==> config.mk <==
export PLATFORM = sky130hd
export DESIGN_NAME = steq_ctrl
export DESIGN_NICKNAME = d
export VERILOG_FILES = /design/src/rtl/steq_pkg.sv /design/src/rtl/steq_ctrl.sv
export VERILOG_INCLUDE_DIRS = /design/src /design/src/rtl
export SDC_FILE = /design/constraint.sdc
export NUM_CORES = 1
export LEC_CHECK = 0
export BUFFER_PORTS_ARGS = -buffer_cell sky130_fd_sc_hd__buf_2
export CORE_MARGIN = 2
export CORE_UTILIZATION = 30
export CTS_CLUSTER_SIZE = 12
export DETAILED_ROUTE_END_ITERATION = 8
export PLACE_DENSITY = 0.57
export SLEW_MARGIN = 25
export SYNTH_ARGS = -nofsm -noshare
export SYNTH_HDL_FRONTEND = slang
export SYNTH_SLANG_ARGS = --single-unit
==> constraint.sdc <==
create_clock -name clk_i -period 1.9 [get_ports clk_i]
set_input_delay 0.57 -clock clk_i [delete_from_list [all_inputs] [get_ports clk_i]]
set_output_delay 0.57 -clock clk_i [all_outputs]
set_load 0.01 [all_outputs]
==> src/rtl/sorted_timer_event_queue_core_assert.svh <==
// Assertion macros shared by the sorted timer event queue modules.
`ifndef SORTED_TIMER_EVENT_QUEUE_CORE_ASSERT_SVH
`define SORTED_TIMER_EVENT_QUEUE_CORE_ASSERT_SVH

// Assert an implication in the same cycle, disabled during reset.
`define STEQ_ASSERT_IMP(label, clk, rst_n, ante, cons, msg) \
  label: assert property (@(posedge clk) disable iff (!rst_n) (ante) |-> (cons)) \
    else $error(msg);

// Assert an implication in the next cycle, disabled during reset.
`define STEQ_ASSERT_NEXT(label, clk, rst_n, ante, cons, msg) \
  label: assert property (@(posedge clk) disable iff (!rst_n) (ante) |=> (cons)) \
    else $error(msg);

`endif

==> src/rtl/steq_pkg.sv <==
// Shared types and constants of the sorted timer event queue.
`default_nettype none
package steq_pkg;
  localparam int unsigned DefQueueDepth = 32;
  localparam int unsigned MaxResults    = 32;
  localparam int unsigned DelayW        = 31;
  localparam int unsigned IdW           = 8;
  localparam int unsigned CookieW       = 32;
  localparam int unsigned KindW         = 2;

  localparam logic       ActAdd     = 1'b0;
  localparam logic       ActTick    = 1'b1;
  localparam logic [1:0] KindAccept = 2'd0;
  localparam logic [1:0] KindDrop   = 2'd1;
  localparam logic [1:0] KindFired  = 2'd2;

  // Controller to datapath commands.
  typedef struct packed {
    logic insert;     // insert the held add item
    logic decrement;  // decrement all nonzero live entries
    logic remove;     // remove the head due entry
  } steq_cmd_t;

  // Datapath to controller status.
  typedef struct packed {
    logic full;       // no free cell
    logic due_any;    // a live entry holds zero
    logic due_more;   // more than one live entry holds zero
  } steq_sts_t;
endpackage
`default_nettype wire

==> src/rtl/steq_ctrl.sv <==
// Controller: sequences add, tick decrement and fired-entry removal.
`default_nettype none
module steq_ctrl import steq_pkg::*; (
  input  wire logic       clk_i,
  input  wire logic       rst_ni,
  input  wire logic       in_valid_i,
  output logic            in_ready_o,
  input  wire logic       action_i,
  input  wire steq_sts_t  sts_i,
  output steq_cmd_t       cmd_o,
  output logic            out_load_o,
  output logic [KindW-1:0] out_kind_o,
  output logic            out_last_o,
  output logic            out_fire_o,
  input  wire logic       out_free_i
);
  typedef enum logic [1:0] {StIdle, StScan} state_e;
  localparam int unsigned NW = $clog2(MaxResults + 1);

  state_e state_q, state_d;
  logic [NW-1:0] n_q, n_d;
  logic acc;

  assign in_ready_o = (state_q == StIdle) && out_free_i;
  assign acc        = in_valid_i && in_ready_o;

  always_comb begin
    state_d    = state_q;
    n_d        = n_q;
    cmd_o      = '0;
    out_load_o = 1'b0;
    out_kind_o = KindAccept;
    out_last_o = 1'b1;
    out_fire_o = 1'b0;
    case (state_q)
      StIdle: begin
        if (acc) begin
          if (action_i == ActAdd) begin
            cmd_o.insert = 1'b1;
            out_load_o   = 1'b1;
            out_kind_o   = sts_i.full ? KindDrop : KindAccept;
          end else begin
            cmd_o.decrement = 1'b1;
            n_d     = '0;
            state_d = StScan;
          end
        end
      end
      StScan: begin
        // Emit one due entry a beat, up to the result limit.
        if (!sts_i.due_any || n_q == NW'(MaxResults)) begin
          state_d = StIdle;
        end else if (out_free_i) begin
          cmd_o.remove = 1'b1;
          out_load_o   = 1'b1;
          out_fire_o   = 1'b1;
          out_kind_o   = KindFired;
          out_last_o   = !sts_i.due_more || (n_q == NW'(MaxResults - 1));
          n_d          = n_q + 1'b1;
          if (out_last_o) state_d = StIdle;
        end
      end
      default: state_d = StIdle;
    endcase
  end

  always_ff @(posedge clk_i or negedge rst_ni) begin
    if (!rst_ni) begin
      state_q <= StIdle;
      n_q     <= '0;
    end else begin
      state_q <= state_d;
      n_q     <= n_d;
    end
  end

  `include "sorted_timer_event_queue_core_assert.svh"
  `STEQ_ASSERT_IMP(a_load_free, clk_i, rst_ni, out_load_o, out_free_i, "load into busy output")
  `STEQ_ASSERT_IMP(a_limit, clk_i, rst_ni, 1'b1, n_q <= NW'(MaxResults), "result count overrun")
endmodule
`default_nettype wire

==> qor.csv, run 1 <==
stage,metric,value,unit
sta,Setup TNS,-0.928,ns
die,Die Wd,44.1,um
grt,largest net degree at the start of global routing,8,
placed_design,PortBufs,16,
layout,# fillers,144,
route,Residual DRC,0,
route,WL final,1240,um
clock_tree,# clock sinks,7,
route,top routing layer used,met4,
power_and_ir_drop,internal power,343,uW
critical_path,worst-path cell chain,"inv_2, ha_4, nor4b_4, a21o_4, or2_4, buf_6",
sta,unrepaired setup endpoints after global routing,yes,
route,Final ANT Viol Nets,0,
clock_tree,CTS H-tree depth,1,
power_and_ir_drop,total power,498,uW
layout,multi-input combinational cell area,309,sq um
run_status,failing checks,setup timing,
sta,Tcrit/Tclk final,1.10,
sta,clock skew,0.00165,ns
synth,Synthesized Nets,64,
die,IO Pins,17,
power_and_ir_drop,switching share of power,0.312,
layout,register area,176,sq um
critical_path,"Worst Path Class, Setup",reg -> out,
clock_tree,"Hold-fix buffers, CTS",0,
synth,cells after synthesis,54,
sta,measured slew at the worst slew-check pin,0.296,ns
route,Routed met3 length,27,um
sta,Setup Viol. Count Final,6,
route,1st-pass router iterations,4,
power_and_ir_drop,switching pwr,155,uW
synth,synth top area cells,"dfrtp_1, nand3_1, ha_1, nor4b_4, inv_1",
route,WL met1,549,um
synth,"Top FF cell, synth",dfrtp_1,
clock_tree,"Reg clk slew, reported paths",0.05,ns
layout,Layout area overhead,57.8,%
grt,GRT Total Usage,0.137,
synth,Synth area leader,dfrtp_1,
critical_path,Worst Path Arrival,1.52,ns
clock_tree,Skew-Pair Late Insertion Delay,0.24,ns
clock_tree,CTS Root Cell,clkbuf_4,
die,# rows,14,
synth,post-synthesis sequential area ratio,0.363,
flow_run,Max-cap violations,0,
synth,number of synthesized flops with an enable pin,0,
critical_path,endpoint class of the critical path,primary output,
power_and_ir_drop,Comb power frac,0.329,
die,core footprint,1510,sq um
synth,most frequent cells after synthesis,"dfrtp_1, nand3_1, inv_1, nand2_1, o21ai_0",
placed_design,RD Place Congestion,0.767,
synth,Netlist cell types,27,
die,die area,1950,sq um
clock_tree,CTS tree,yes,
synth,Syn Area/Cell,8.94,sq um
placed_design,Post-Place Cells,91,
layout,share of cells above drive strength 1,0.524,
hold_path,hold crit path type,in -> async,
synth,post-synthesis register bit count,7,
grt,first-pass GRT wire length,1950,um
die,starting density of the core,0.321,
power_and_ir_drop,Flop pwr share,0.412,
grt,gr ovfl total,0,
power_and_ir_drop,P per Cell Area,654,nW/um^2
power_and_ir_drop,Lkg Pwr,0.000395,uW
synth,Async SR Flop Fraction,1.00,
route,DRT iter0 DRCs,4,
route,DR vias,492,
die,die height,44.1,um
synth,Syn Std Cell Area,483,sq um
power_and_ir_drop,Max VDD drop,0.000439,V
run_status,status,finished with violations,
critical_path,Critical Path Start Type,register,
synth,top-area cell type share of the netlist area,0.363,
route,Vias/cell,4.92,
layout,final core utilization,0.506,
layout,Final #Nets,95,
sta,fmax,479,MHz
critical_path,Worst path max stage delay,0.38,ns
critical_path,Worst path slowest cell,dfrtp_1,
route,WL per Instance,12.4,um
critical_path,CP Max Fanout,3,
layout,Diodes inserted,0,
clock_tree,Max Buffers Root-to-Sink,2,
grt,initial antenna violation count,0,
placed_design,hpwl dp,882,um
layout,"Cell Count, Final, Fillers Out",100,
route,met2 routed WL,643,um
power_and_ir_drop,Clock Power Share,0.259,
critical_path,Worst EP required,1.33,ns
sta,post-route setup slack,-0.188,ns
sta,Hold Worst Slack,0.150,ns
clock_tree,CTS Buf Count,3,
sta,"Hold Vio Cnt, Final",0,
synth,Yosys warning total,0,
sta,slew margin rel.,0.800,
grt,vias in the first global route,458,
sta,final slew viol count,0,
sta,post-layout minimum cycle time,2.09,ns
sequential cells by signal, indices dropped and copies added (netlist names):
name     cells
state_q      1
n_q          6
worst max-delay path, delay by kind of cell, from the launching register on:
family | cells | cell delay, ns
flip-flops | 1 | 0.38
buffers and inverters | 2 | 0.18
AO/OA/AOI/OAI | 1 | 0.22
adder cells (fa/ha/maj) | 1 | 0.15
AND/OR/NAND/NOR | 2 | 0.35
power groups by stage:
stage          clock network (uW)  logic [uW]  registers [uW]
2_1_floorplan                   0        89.1             203
3_3_place_gp                    0         131             209
3_5_place_dp                    0         131             207
4_1_cts                       136         152             204
5_1_grt                       144         184             208
6_report                      129         164             205
cells in the final DEF, fill, tap and decap left out, types with 2 or more instances in the layout:
master / count
buf_2: 12
buf_4: 10
nand3_1: 7
dfrtp_1: 6
buf_6: 6
nand2_1: 5
inv_1: 3
o21ai_0: 3
clkbuf_4: 3
inv_2: 2
o22a_1: 2
metrics by stage:
step                instance area (sq um)  setup slack (ns)
floorplan                             483            0.0500
global placement                      621           -0.0496
detailed placement                    621           -0.0558
CTS                                   717            -0.216
global route                          762            -0.271
finish                                762            -0.188
layer usage:
layer,vias up,GRT usage
li1,247,-
met1,236,0.170
met2,7,0.218
met3,2,0.0245
met4,0,0.0909
met5,-,0
cell families (layout without fill, tap and decap cells):
family                     count (synthesis)  after routing  share of synthesized area
and+or+nand+nor                           25             25                      0.311
AOI/OAI and AO/OA                         12             12                      0.192
buffers and inverters                      8             38                     0.0829
DFF                                        7              7                      0.363
adders and majority gates                  2              2                     0.0518
final timing paths:
| kind | slack [ns] | cells after the start | start | endpoint |
|---|---|---|---|---|
| worst min register to register | 0.60 | 2 | n_q[1]$_DFFE_PN0P_ | n_q[1]$_DFFE_PN0P_ |
| worst max-delay path | -0.19 | 6 | n_q[0]$_DFFE_PN0P_ | out_last_o |
| worst min-delay path | 0.15 | 1 | rst_ni | n_q[3]$_DFFE_PN0P_ |
| max in group asynchronous | 1.58 | 1 | rst_ni | state_q[0]$_DFFE_PN0P_ |
| min in group clk_i | 0.60 | 2 | n_q[1]$_DFFE_PN0P_ | n_q[1]$_DFFE_PN0P_ |
| worst max register to register | -0.04 | 10 | n_q[0]$_DFFE_PN0P_ | n_q[5]$_DFFE_PN0P_ |
area by class of cell:
cell class,instances,share of cell area
clock buffer,4,0.0345
inverter,6,0.0361
multi-input combinational,39,0.406
sequential,7,0.232
tap,16,0.0263
timing repair buffer,28,0.266
what timing repair did:
item | CTS | global route
resized for setup | 10 | 10
buffers inserted | 4 | 2
endpoints found under the setup margin | 5 | 11
pin swaps | 5 | 5
No activity file was read; power rests on OpenSTA's default activity.
==> run 2, diff against run 1 <==
--- a/config.mk
+++ b/config.mk
@@ -7,11 +7,11 @@
 export NUM_CORES = 1
 export LEC_CHECK = 0
 export BUFFER_PORTS_ARGS = -buffer_cell sky130_fd_sc_hd__buf_2
-export CORE_MARGIN = 2
-export CORE_UTILIZATION = 30
+export CORE_AREA = 2 2 39 41
 export CTS_CLUSTER_SIZE = 12
 export DETAILED_ROUTE_END_ITERATION = 8
-export PLACE_DENSITY = 0.57
+export DIE_AREA = 0 0 41 43
+export PLACE_DENSITY = 0.65
 export SLEW_MARGIN = 25
 export SYNTH_ARGS = -nofsm -noshare
 export SYNTH_HDL_FRONTEND = slang
==> qor.csv, run 2 (synthesis gave the netlist of run 1 again) <==
stage,metric,value,unit
layout,share of cells above drive strength 1,0.519,
critical_path,"Worst Path Class, Setup",reg -> out,
clock_tree,Skew-Pair Late Insertion Delay,0.24,ns
grt,first-pass GRT wire length,1820,um
placed_design,PortBufs,16,
grt,initial antenna violation count,0,
route,Residual DRC,0,
power_and_ir_drop,P per Cell Area,695,nW/um^2
layout,max FFs per register,6,
clock_tree,CTS tree,yes,
sta,fmax,484,MHz
clock_tree,"Reg clk slew, reported paths",0.05,ns
die,die height,43,um
grt,vias in the first global route,444,
hold_path,hold crit path type,in -> async,
layout,register area,176,sq um
die,die area,1760,sq um
route,DR vias,495,
layout,multi-input combinational cell area,310,sq um
critical_path,Worst path max stage delay,0.36,ns
sta,post-route setup slack,-0.166,ns
route,Vias/cell,5.10,
layout,largest registers,"n_q (6), state_q (1)",
layout,Top reg by flops,n_q,
sta,post-layout minimum cycle time,2.07,ns
die,# rows,14,
layout,"leading cell type in the layout, fill and taps excluded",buf_2,
clock_tree,Max Buffers Root-to-Sink,2,
route,Final ANT Viol Nets,0,
die,Die Wd,41,um
route,DRT iter0 DRCs,4,
die,IO Pins,17,
run_status,failing checks,setup timing,
grt,largest net degree at the start of global routing,8,
sta,"Hold Vio Cnt, Final",0,
layout,most frequent cells in the layout,"buf_2, buf_4, nand3_1, dfrtp_1",
critical_path,Worst path slowest cell,dfrtp_1,
critical_path,worst-path cell chain,"inv_2, ha_4, nor4b_4, a21o_4, or2_4, buf_6",
critical_path,CP Max Fanout,2,
clock_tree,CTS Buf Count,3,
power_and_ir_drop,Lkg Pwr,0.000374,uW
die,starting density of the core,0.349,
critical_path,Critical Path Start Type,register,
layout,# fillers,133,
layout,Layout area overhead,52.6,%
die,core footprint,1380,sq um
sta,Tcrit/Tclk final,1.09,
sta,Setup TNS,-0.800,ns
layout,Final #Nets,92,
critical_path,Worst EP required,1.33,ns
power_and_ir_drop,total power,512,uW
power_and_ir_drop,Max VDD drop,0.000387,V
route,WL final,1190,um
placed_design,hpwl dp,883,um
run_status,status,finished with violations,
critical_path,Worst Path Arrival,1.50,ns
sta,final slew viol count,0,
layout,Diodes inserted,0,
flow_run,Max-cap violations,0,
route,1st-pass router iterations,4,
sta,unrepaired setup endpoints after global routing,yes,
critical_path,endpoint class of the critical path,primary output,
sta,Setup Viol. Count Final,5,
placed_design,RD Place Congestion,0.730,
sta,clock skew,0.00429,ns
clock_tree,CTS H-tree depth,1,
grt,gr ovfl total,0,
sta,measured slew at the worst slew-check pin,0.324,ns
sta,slew margin rel.,0.781,
clock_tree,# clock sinks,7,
grt,GRT Total Usage,0.154,
route,WL per Instance,12.2,um
clock_tree,CTS Root Cell,clkbuf_4,
## run 2: cell types whose count changed in the layout (fill, tap and decap cells not counted), sizes merged
cell	change
buf	-3
## run 2: through the flow
| stage | std cells | hold slack [ns] | util | cell area, sq um | worst slack, ns |
|---|---|---|---|---|---|
| after floorplan | 54 | 0.274 | - | 483 | 0.0500 |
| after global placement | 89 | 0.410 | 0.438 | 606 | -0.0475 |
| after detailed placement | 89 | 0.413 | 0.438 | 606 | -0.0821 |
| after CTS | 98 | 0.141 | 0.530 | 733 | -0.186 |
| after global routing | 97 | 0.142 | 0.533 | 737 | -0.235 |
| final | 97 | 0.147 | 0.533 | 737 | -0.166 |
## run 2: final timing paths
path | start | to | slack (ns) | depth (start not counted)
max | n_q[0]$_DFFE_PN0P_ | out_last_o | -0.17 | 6
min | rst_ni | n_q[0]$_DFFE_PN0P_ | 0.15 | 1
max reg2reg | n_q[0]$_DFFE_PN0P_ | n_q[5]$_DFFE_PN0P_ | 0.12 | 9
min reg2reg | n_q[1]$_DFFE_PN0P_ | n_q[1]$_DFFE_PN0P_ | 0.59 | 2
max in group asynchronous | rst_ni | state_q[0]$_DFFE_PN0P_ | 1.58 | 1
min in group clk_i | n_q[1]$_DFFE_PN0P_ | n_q[1]$_DFFE_PN0P_ | 0.59 | 2
## run 2: worst max-delay path: cells and delay by family (launching register included)
kind	cells	cell delay, ns
AO/OA/AOI/OAI	1	0.23
AND/OR/NAND/NOR	2	0.35
adder cells (fa/ha/maj)	1	0.15
flip-flops	1	0.36
buffers and inverters	2	0.17
## run 2: routing by layer
| metal | vias to the layer above | track usage | share of wire |
|---|---|---|---|
| met5 | - | 0 | 0 |
| met4 | 0 | 0.0800 | 0 |
| met3 | 0 | 0.0314 | 0.039 |
| met2 | 19 | 0.263 | 0.54 |
| met1 | 232 | 0.167 | 0.42 |
| li1 | 244 | - | - |
## run 2: layout make-up
| type | count | share of cell area |
|---|---|---|
| multi-input combinational | 39 | 0.421 |
| tap | 16 | 0.0272 |
| inverter | 6 | 0.0374 |
| timing repair buffer | 25 | 0.239 |
| sequential | 7 | 0.239 |
| clock buffer | 4 | 0.0357 |
## run 2: what timing repair did
action                                  4_1_cts  5_1_grt
hold buffers                                  0        0
endpoints found under the setup margin        6        9
buffers inserted                              5        1
resized for setup                            17        3
hold endpoints to repair                      0        0
pin swaps                                     5        2
## run 2: power breakdown
group | switching, uW | internal, uW | leakage [uW]
sequential | 38.1 | 173 | 0.0000930
clock | 49.9 | 79.8 | 0.0000150
combinational | 76.0 | 94.8 | 0.000266
total | 164 | 348 | 0.000374
